**config.mk**
```make
export PLATFORM = sky130hd
export DESIGN_NAME = form_urlencoded_decoder_core
export DESIGN_NICKNAME = d
export VERILOG_FILES = /design/src/sv/fud_pkg.sv /design/src/sv/fud_expand.sv /design/src/sv/fud_outbuf.sv /design/src/sv/form_urlencoded_decoder_core.sv
export SDC_FILE = /design/constraint.sdc
export NUM_CORES = 1
export LEC_CHECK = 0
export BUFFER_PORTS_ARGS = -buffer_cell sky130_fd_sc_hd__buf_2
export CORE_MARGIN = 3
export CORE_UTILIZATION = 51
export DETAILED_ROUTE_END_ITERATION = 8
export PLACE_DENSITY = 0.77
export SETUP_SLACK_MARGIN = 0.05
export SLEW_MARGIN = 5
export SYNTH_ARGS = -nofsm -noshare
export SYNTH_HDL_FRONTEND = slang
export SYNTH_SLANG_ARGS = --single-unit
```
**constraint.sdc**
```tcl
create_clock -name clk -period 5.7 [get_ports clk]
set_input_delay 0.855 -clock clk [delete_from_list [all_inputs] [get_ports clk]]
set_output_delay 0.855 -clock clk [all_outputs]
set_load 0.02 [all_outputs]
```
**src/sv/fud_pkg.sv**
```systemverilog
package fud_pkg;

    localparam logic [7:0] CH_AMP   = 8'h26;
    localparam logic [7:0] CH_EQ    = 8'h3D;
    localparam logic [7:0] CH_PLUS  = 8'h2B;
    localparam logic [7:0] CH_PCT   = 8'h25;
    localparam logic [7:0] CH_SPACE = 8'h20;

    localparam logic [1:0] PAIR_NONE    = 2'd0;
    localparam logic [1:0] PAIR_KEPT    = 2'd1;
    localparam logic [1:0] PAIR_DROPPED = 2'd2;

    localparam logic [1:0] ESC_NONE  = 2'd0;
    localparam logic [1:0] ESC_PCT   = 2'd1;
    localparam logic [1:0] ESC_DIGIT = 2'd2;

    localparam int MAX_RES = 4;

    typedef struct packed {
        logic       value_phase;
        logic [1:0] escape_step;
        logic [7:0] held_digit;
        logic       segment_started;
    } state_t;

    typedef struct packed {
        logic [7:0] out_char;
        logic       char_valid;
        logic       in_value;
        logic [1:0] pair_status;
        logic       out_last;
    } res_t;

    typedef struct packed {
        res_t [MAX_RES-1:0] items;
        logic [2:0]         cnt;
    } res_list_t;

endpackage

```
**src/sv/fud_expand.sv**
```systemverilog
module fud_expand
    import fud_pkg::*;
(
    input  state_t    cur_state,
    input  logic [7:0] in_byte,
    input  logic       in_last,
    output state_t    nxt_state,
    output res_list_t res_list
);

    function automatic logic is_hex(input logic [7:0] c);
        return c inside {[8'h30:8'h39], [8'h41:8'h46], [8'h61:8'h66]};
    endfunction

    function automatic logic [3:0] hex_val(input logic [7:0] c);
        if (c inside {[8'h30:8'h39]})
            return c[3:0];
        else
            return c[3:0] + 4'd9;
    endfunction

    // append one beat; the list never holds more than four
    function automatic res_list_t push(input res_list_t l, input logic [7:0] ch,
                                       input logic vld, input logic inval,
                                       input logic [1:0] status);
        res_list_t r;
        r = l;
        if (l.cnt < 3'(MAX_RES))
        begin
            r.items[l.cnt[1:0]].out_char    = vld ? ch : 8'h00;
            r.items[l.cnt[1:0]].char_valid  = vld;
            r.items[l.cnt[1:0]].in_value    = inval;
            r.items[l.cnt[1:0]].pair_status = status;
            r.items[l.cnt[1:0]].out_last    = 1'b0;
            r.cnt = l.cnt + 3'd1;
        end
        return r;
    endfunction

    always_comb
    begin : expand
        logic       vp;
        logic [1:0] es;
        logic [7:0] hd;
        logic       ss;
        logic       do_plain;
        logic       do_close;
        logic [7:0] c;
        res_list_t  l;

        vp = cur_state.value_phase;
        es = cur_state.escape_step;
        hd = cur_state.held_digit;
        ss = cur_state.segment_started;
        do_plain = 1'b0;
        do_close = 1'b0;
        l = '0;
        c = (in_byte == CH_PLUS) ? CH_SPACE : in_byte;

        if (es == ESC_PCT || es == ESC_DIGIT)
        begin
            if (is_hex(in_byte) && es == ESC_PCT)
            begin
                hd = in_byte;
                es = ESC_DIGIT;
            end
            else if (is_hex(in_byte))
            begin
                l = push(l, {hex_val(hd), hex_val(in_byte)}, 1'b1, 1'b1, PAIR_NONE);
                es = ESC_NONE;
                hd = 8'h00;
            end
            else
            begin
                // broken escape: pass it through, then treat the byte afresh
                l = push(l, CH_PCT, 1'b1, 1'b1, PAIR_NONE);
                if (es == ESC_DIGIT)
                    l = push(l, hd, 1'b1, 1'b1, PAIR_NONE);
                es = ESC_NONE;
                hd = 8'h00;
                do_plain = 1'b1;
            end
        end
        else
        begin
            es = ESC_NONE;
            do_plain = 1'b1;
        end

        if (do_plain)
        begin
            if (in_byte == CH_AMP)
                do_close = 1'b1;
            else
            begin
                ss = 1'b1;
                if (!vp)
                begin
                    if (in_byte == CH_EQ)
                        vp = 1'b1;
                    else
                        l = push(l, c, 1'b1, 1'b0, PAIR_NONE);
                end
                else if (in_byte == CH_PCT)
                    es = ESC_PCT;
                else
                    l = push(l, c, 1'b1, 1'b1, PAIR_NONE);
            end
        end

        // an ampersand closes first; end of body then closes any segment still open
        if (do_close)
        begin
            if (ss)
                l = push(l, 8'h00, 1'b0, vp, vp ? PAIR_KEPT : PAIR_DROPPED);
            vp = 1'b0;
            ss = 1'b0;
        end

        if (in_last)
        begin
            if (es == ESC_PCT || es == ESC_DIGIT)
                l = push(l, CH_PCT, 1'b1, 1'b1, PAIR_NONE);
            if (es == ESC_DIGIT)
                l = push(l, hd, 1'b1, 1'b1, PAIR_NONE);
            es = ESC_NONE;
            hd = 8'h00;
            if (ss)
                l = push(l, 8'h00, 1'b0, vp, vp ? PAIR_KEPT : PAIR_DROPPED);
            vp = 1'b0;
            ss = 1'b0;
        end

        if (l.cnt == 3'd0)
            l = push(l, 8'h00, 1'b0, vp, PAIR_NONE);
        l.items[2'(l.cnt - 3'd1)].out_last = 1'b1;

        res_list                  = l;
        nxt_state.value_phase     = vp;
        nxt_state.escape_step     = es;
        nxt_state.held_digit      = hd;
        nxt_state.segment_started = ss;
    end

endmodule

```
**src/sv/fud_outbuf.sv**
```systemverilog
module fud_outbuf
    import fud_pkg::*;
(
    input  logic      clk,
    input  logic      rst_n,
    input  logic      load,
    input  res_list_t load_list,
    output logic      can_load,
    output logic      out_valid,
    input  logic      out_ready,
    output res_t      out_res
);

    res_t [MAX_RES-1:0] items_reg;
    logic [2:0]         rem_reg;
    logic [2:0]         rem_next;
    logic [1:0]         idx_reg;
    logic [1:0]         idx_next;
    logic               drain;

    assign out_valid = (rem_reg != 3'd0);
    assign out_res   = items_reg[idx_reg];
    assign drain     = out_valid && out_ready;
    // take the next list once the last beat of this one leaves
    assign can_load  = (rem_reg == 3'd0) || (rem_reg == 3'd1 && out_ready);

    always_comb
    begin
        rem_next = rem_reg;
        idx_next = idx_reg;
        if (load)
        begin
            rem_next = load_list.cnt;
            idx_next = 2'd0;
        end
        else if (drain)
        begin
            rem_next = rem_reg - 3'd1;
            idx_next = idx_reg + 2'd1;
        end
    end

    always_ff @(posedge clk or negedge rst_n)
    begin
        if (!rst_n)
        begin
            rem_reg <= 3'd0;
            idx_reg <= 2'd0;
        end
        else
        begin
            rem_reg <= rem_next;
            idx_reg <= idx_next;
        end
    end

    always_ff @(posedge clk)
    begin
        if (load)
            items_reg <= load_list.items;
    end

endmodule

```
**src/sv/form_urlencoded_decoder_core.sv**
```systemverilog
// Streaming decoder for a form-urlencoded body, one byte per input beat. An
// ampersand ends a pair, the first equals sign splits key from value, a plus
// becomes a space, and percent plus two hex digits decodes to one byte in the
// value only; a broken escape passes through literally. Each input byte yields
// one to four output beats (decoded bytes, pair-close markers, or one idle beat)
// and tlast marks the final beat of each byte. The output buffer drains one beat
// per cycle while m_axis_tready is high, and the next byte waits in s_axis until
// the last beat of the current byte leaves.
module form_urlencoded_decoder_core
    import fud_pkg::*;
(
    input  logic       clk,
    input  logic       rst_n,
    input  logic       s_axis_tvalid,
    output logic       s_axis_tready,
    input  logic [7:0] s_axis_tdata,   // [7:0] in_byte
    input  logic       s_axis_tlast,
    output logic       m_axis_tvalid,
    input  logic       m_axis_tready,
    output logic [7:0] m_axis_tdata,   // [7:0] out_char
    output logic [3:0] m_axis_tuser,   // [0] char_valid, [1] in_value, [3:2] pair_status
    output logic       m_axis_tlast
);

    state_t    state_reg;
    state_t    state_next;
    res_list_t res_list;
    res_t      out_res;
    logic      accept;

    assign accept = s_axis_tvalid && s_axis_tready;

    fud_expand u_expand (
        .cur_state (state_reg),
        .in_byte   (s_axis_tdata),
        .in_last   (s_axis_tlast),
        .nxt_state (state_next),
        .res_list  (res_list)
    );

    fud_outbuf u_outbuf (
        .clk       (clk),
        .rst_n     (rst_n),
        .load      (accept),
        .load_list (res_list),
        .can_load  (s_axis_tready),
        .out_valid (m_axis_tvalid),
        .out_ready (m_axis_tready),
        .out_res   (out_res)
    );

    always_ff @(posedge clk or negedge rst_n)
    begin
        if (!rst_n)
            state_reg <= '0;
        else if (accept)
            state_reg <= state_next;
    end

    assign m_axis_tdata = out_res.out_char;
    assign m_axis_tuser = {out_res.pair_status, out_res.in_value, out_res.char_valid};
    assign m_axis_tlast = out_res.out_last;

endmodule

```
==> impl_metrics.json <==
{
  "min_period_over_period": 0.960,
  "required_ns": 5.78,
  "ys_types": 75,
  "die_area_mm2": 0.0111,
  "clkPwrFrac": 0.220,
  "ys_async_sr_fraction": 0.246,
  "end_kind": "register",
  "overflow": 0,
  "diodes": 0,
  "fmax_mhz": 183,
  "layout-drive-gt1-share": 0.242,
  "power_density_mw_per_mm2": 359,
  "ir_worst_vdd_mv": 0.156,
  "grt_max_degree": 56,
  "synth_area_mm2": 0.00503,
  "p_leak_uw": 0.00234,
  "min_period_ns": 5.47,
  "share_seq_of_total_power": 0.359,
  "total_power_uw": 2100,
  "regArea_mm2": 0.00199,
  "initial_core_util": 0.534,
  "drc_errors": 0,
  "avgRoutedWirePerCell_um": 19.8,
  "vias": 4451,
  "routed_wl_mm": 13.7,
  "final_nets": 609,
  "p_int_uw": 1310,
  "dr.pass1.iters": 7,
  "cts_buffers": 9,
  "slew_violations": 0,
  "core-area_mm2": 0.00942,
  "hold_ws_ns": 0.447,
  "postRouteAntennaNets": 0,
  "tightest_slew_ns": 1.05,
  "relSlewSlack": 0.292,
  "ys_seq_area_frac": 0.395,
  "grt_pass1_wl_mm": 22.0,
  "clock-root-buffer": "clkbuf_8",
  "rsz0062_at_grt": "no",
  "final.setup.tns_ns": 0,
  "die_w_um": 105,
  "crit_buf_inv": 4,
  "via_per_inst": 6.41,
  "cpMaxStageDelayCell": "a221oi_1",
  "max-cap-violations": 0,
  "multi_input_area_mm2": 0.00289,
  "fillerInstances": 785,
  "clock_sinks": 69,
  "synth-edff-count": 52,
  "initialDrtViolationCount": 442,
  "grt_pass1_vias": 4205,
  "cts_max_level": 3,
  "gr-usage-all-layers": 0.249,
  "hold_viol_final": 0,
  "critPathArrivalTime_ns": 5.55,
  "path_class": "input pin to register",
  "hpwl_mm": 10.2,
  "setup_violations": 0,
  "yosysWarnings": 0,
  "path_clk_slew_ns": 0.08,
  "synth_nets": 556,
  "critPathMaxStageDelay_ns": 0.43,
  "std_cell_rows": 35,
  "synth-main-ff-cell": "edfxtp_1",
  "critPathMaxFanout": 6,
  "start_kind": "input pin",
  "syn2layout_area_growth_pct": 16.6,
  "crit_family": "compound AO/OA/AOI/OAI gates",
  "p_sw_uw": 794,
  "largest_reg_flops": 52,
  "p_comb_frac": 0.421,
  "synth-seq-cells": 69,
  "cts_tree": "done",
  "num_io_pins": 28,
  "switching_share": 0.377,
  "clk_path_buf_depth": 2,
  "antenna_found_initial": 0,
  "portBuffers": 27,
  "status": "complete, no violations",
  "fin_worst_skew_ns": 0.0116,
  "clkLatencyLatePin_ns": 0.35,
  "synthesis.instances": 507,
  "syn_avg_cell_area_um2": 9.93,
  "place.gp.congestion": 0.966,
  "dieHeight_um": 105,
  "hold_path_class": "input pin to async pin"
}
## synth_stat cells, types with 4 or more instances
| library cell | number | area (um^2) |
|---|---|---|
| mux4_2 | 13 | 293 |
| nor3b_1 | 4 | 30.0 |
| a211oi_1 | 6 | 45.0 |
| clkbuf_1 | 16 | 60.1 |
| o22ai_1 | 14 | 87.6 |
| nor3_1 | 6 | 30.0 |
| a31oi_1 | 9 | 56.3 |
| a21oi_1 | 24 | 120 |
| mux2i_1 | 5 | 50.1 |
| nand2b_1 | 5 | 31.3 |
| buf_4 | 4 | 30.0 |
| edfxtp_1 | 52 | 1560 |
| ha_1 | 36 | 450 |
| buf_2 | 6 | 30.0 |
| dfrtp_1 | 17 | 425 |
| inv_1 | 31 | 116 |
| xnor2_1 | 6 | 52.6 |
| and2_1 | 12 | 75.1 |
| o22a_1 | 4 | 35.0 |
| o21ai_0 | 22 | 110 |
| nand2_1 | 57 | 214 |
| nand3_1 | 14 | 70.1 |
| nor2_1 | 43 | 161 |
| a32oi_1 | 8 | 70.1 |
| and3_1 | 8 | 50.1 |
| a22oi_1 | 14 | 105 |
## power by group through the flow
stage	registers [uW]	logic [uW]	clock network (uW)
finish	756	885	463
global route	771	965	494
CTS	758	859	471
detailed placement	770	855	0
global placement	762	841	0
floorplan	708	656	0
## per-stage QoR
step	setup slack [ns]	utilization	instances	cell area (um^2)
2_1_floorplan	0.0868	-	507	5100
3_3_place_gp	0.0768	0.586	671	5520
3_5_place_dp	-0.125	0.586	671	5520
4_1_cts	0.248	0.611	687	5760
5_1_grt	0.000172	0.623	694	5870
6_report	0.226	0.623	694	5870
## routing by layer
layer  wire (um)  global-route usage
met1        5900               0.357
met2        6270               0.380
met3        1240              0.0521
met4         303              0.0759
met5           0                   0
## worst register-to-register path, cell delays in order (launching register included)
cell,delay [ns]
dfrtp_1,0.40
inv_1,0.08
ha_1,0.47
nand2_1,0.19
a211oi_1,0.31
o21a_1,0.23
inv_2,0.07
ha_4,0.25
mux2i_4,0.14
ha_1,0.25
a22o_1,0.20
nand2b_1,0.16
ha_2,0.18
nand2_1,0.08
nand2_2,0.09
a211oi_4,0.31
mux2i_2,0.30
xnor2_2,0.15
inv_2,0.07
ha_2,0.20
nand2_2,0.10
o21ai_0,0.11
buf_4,0.17
a221oi_1,0.43
## final timing paths
path / start / end / slack (ns) / depth (start not counted)
max in group asynchronous: rst_n / u_outbuf.idx_reg[1]$_DFFE_PN0P_ / 4.92 / 1
max: s_axis_tdata[1] / u_outbuf.items_reg[7]$_DFFE_PP_ / 0.23 / 25
max reg2reg: state_reg[9]$_DFFE_PN0P_ / u_outbuf.items_reg[7]$_DFFE_PP_ / 0.48 / 23
min in group clk: u_outbuf.rem_reg[1]$_DFFE_PN0P_ / u_outbuf.rem_reg[1]$_DFFE_PN0P_ / 0.51 / 2
min reg2reg: u_outbuf.rem_reg[1]$_DFFE_PN0P_ / u_outbuf.rem_reg[1]$_DFFE_PN0P_ / 0.51 / 2
min: rst_n / state_reg[9]$_DFFE_PN0P_ / 0.45 / 1
## repair_timing
action	in CTS	in global routing
setup buffers	0	7
setup endpoints to repair	0	31
hold buffers	0	0
resized for setup	0	12
## placed cells by master, fill, tap and decap left out, types with 6 or more instances in the layout
master / count
inv_1: 29
a31oi_1: 8
o21ai_0: 21
and2_1: 12
nand2_1: 54
nor2_1: 43
buf_4: 43
a32oi_1: 8
mux4_2: 13
buf_2: 27
clkbuf_8: 11
nand3_1: 14
edfxtp_1: 52
o22ai_1: 13
a22oi_1: 14
dfrtp_1: 17
nor3_1: 6
ha_1: 32
and3_1: 8
a21oi_1: 22
a211oi_1: 6
## cells by family after synthesis
logic type               after synthesis  share of synthesized area
XOR/XNOR                               8                     0.0154
buffers and inverters                 62                     0.0537
multiplexers                          20                     0.0726
AO/OA/AOI/OAI                        145                      0.214
adder cells (fa/ha/maj)               36                     0.0895
flip-flops                            69                      0.395
AND/OR/NAND/NOR                      167                      0.160
## area by class of cell
type                    instances  area share
inverters                      33      0.0218
flip-flops and latches         69       0.339
repair buffers                 71      0.0800
multi-input cells             376       0.492
well taps                     129      0.0275
clock buffers                  11      0.0258
clock inverters                 5      0.0141
No activity file was read; power rests on OpenSTA's default activity.
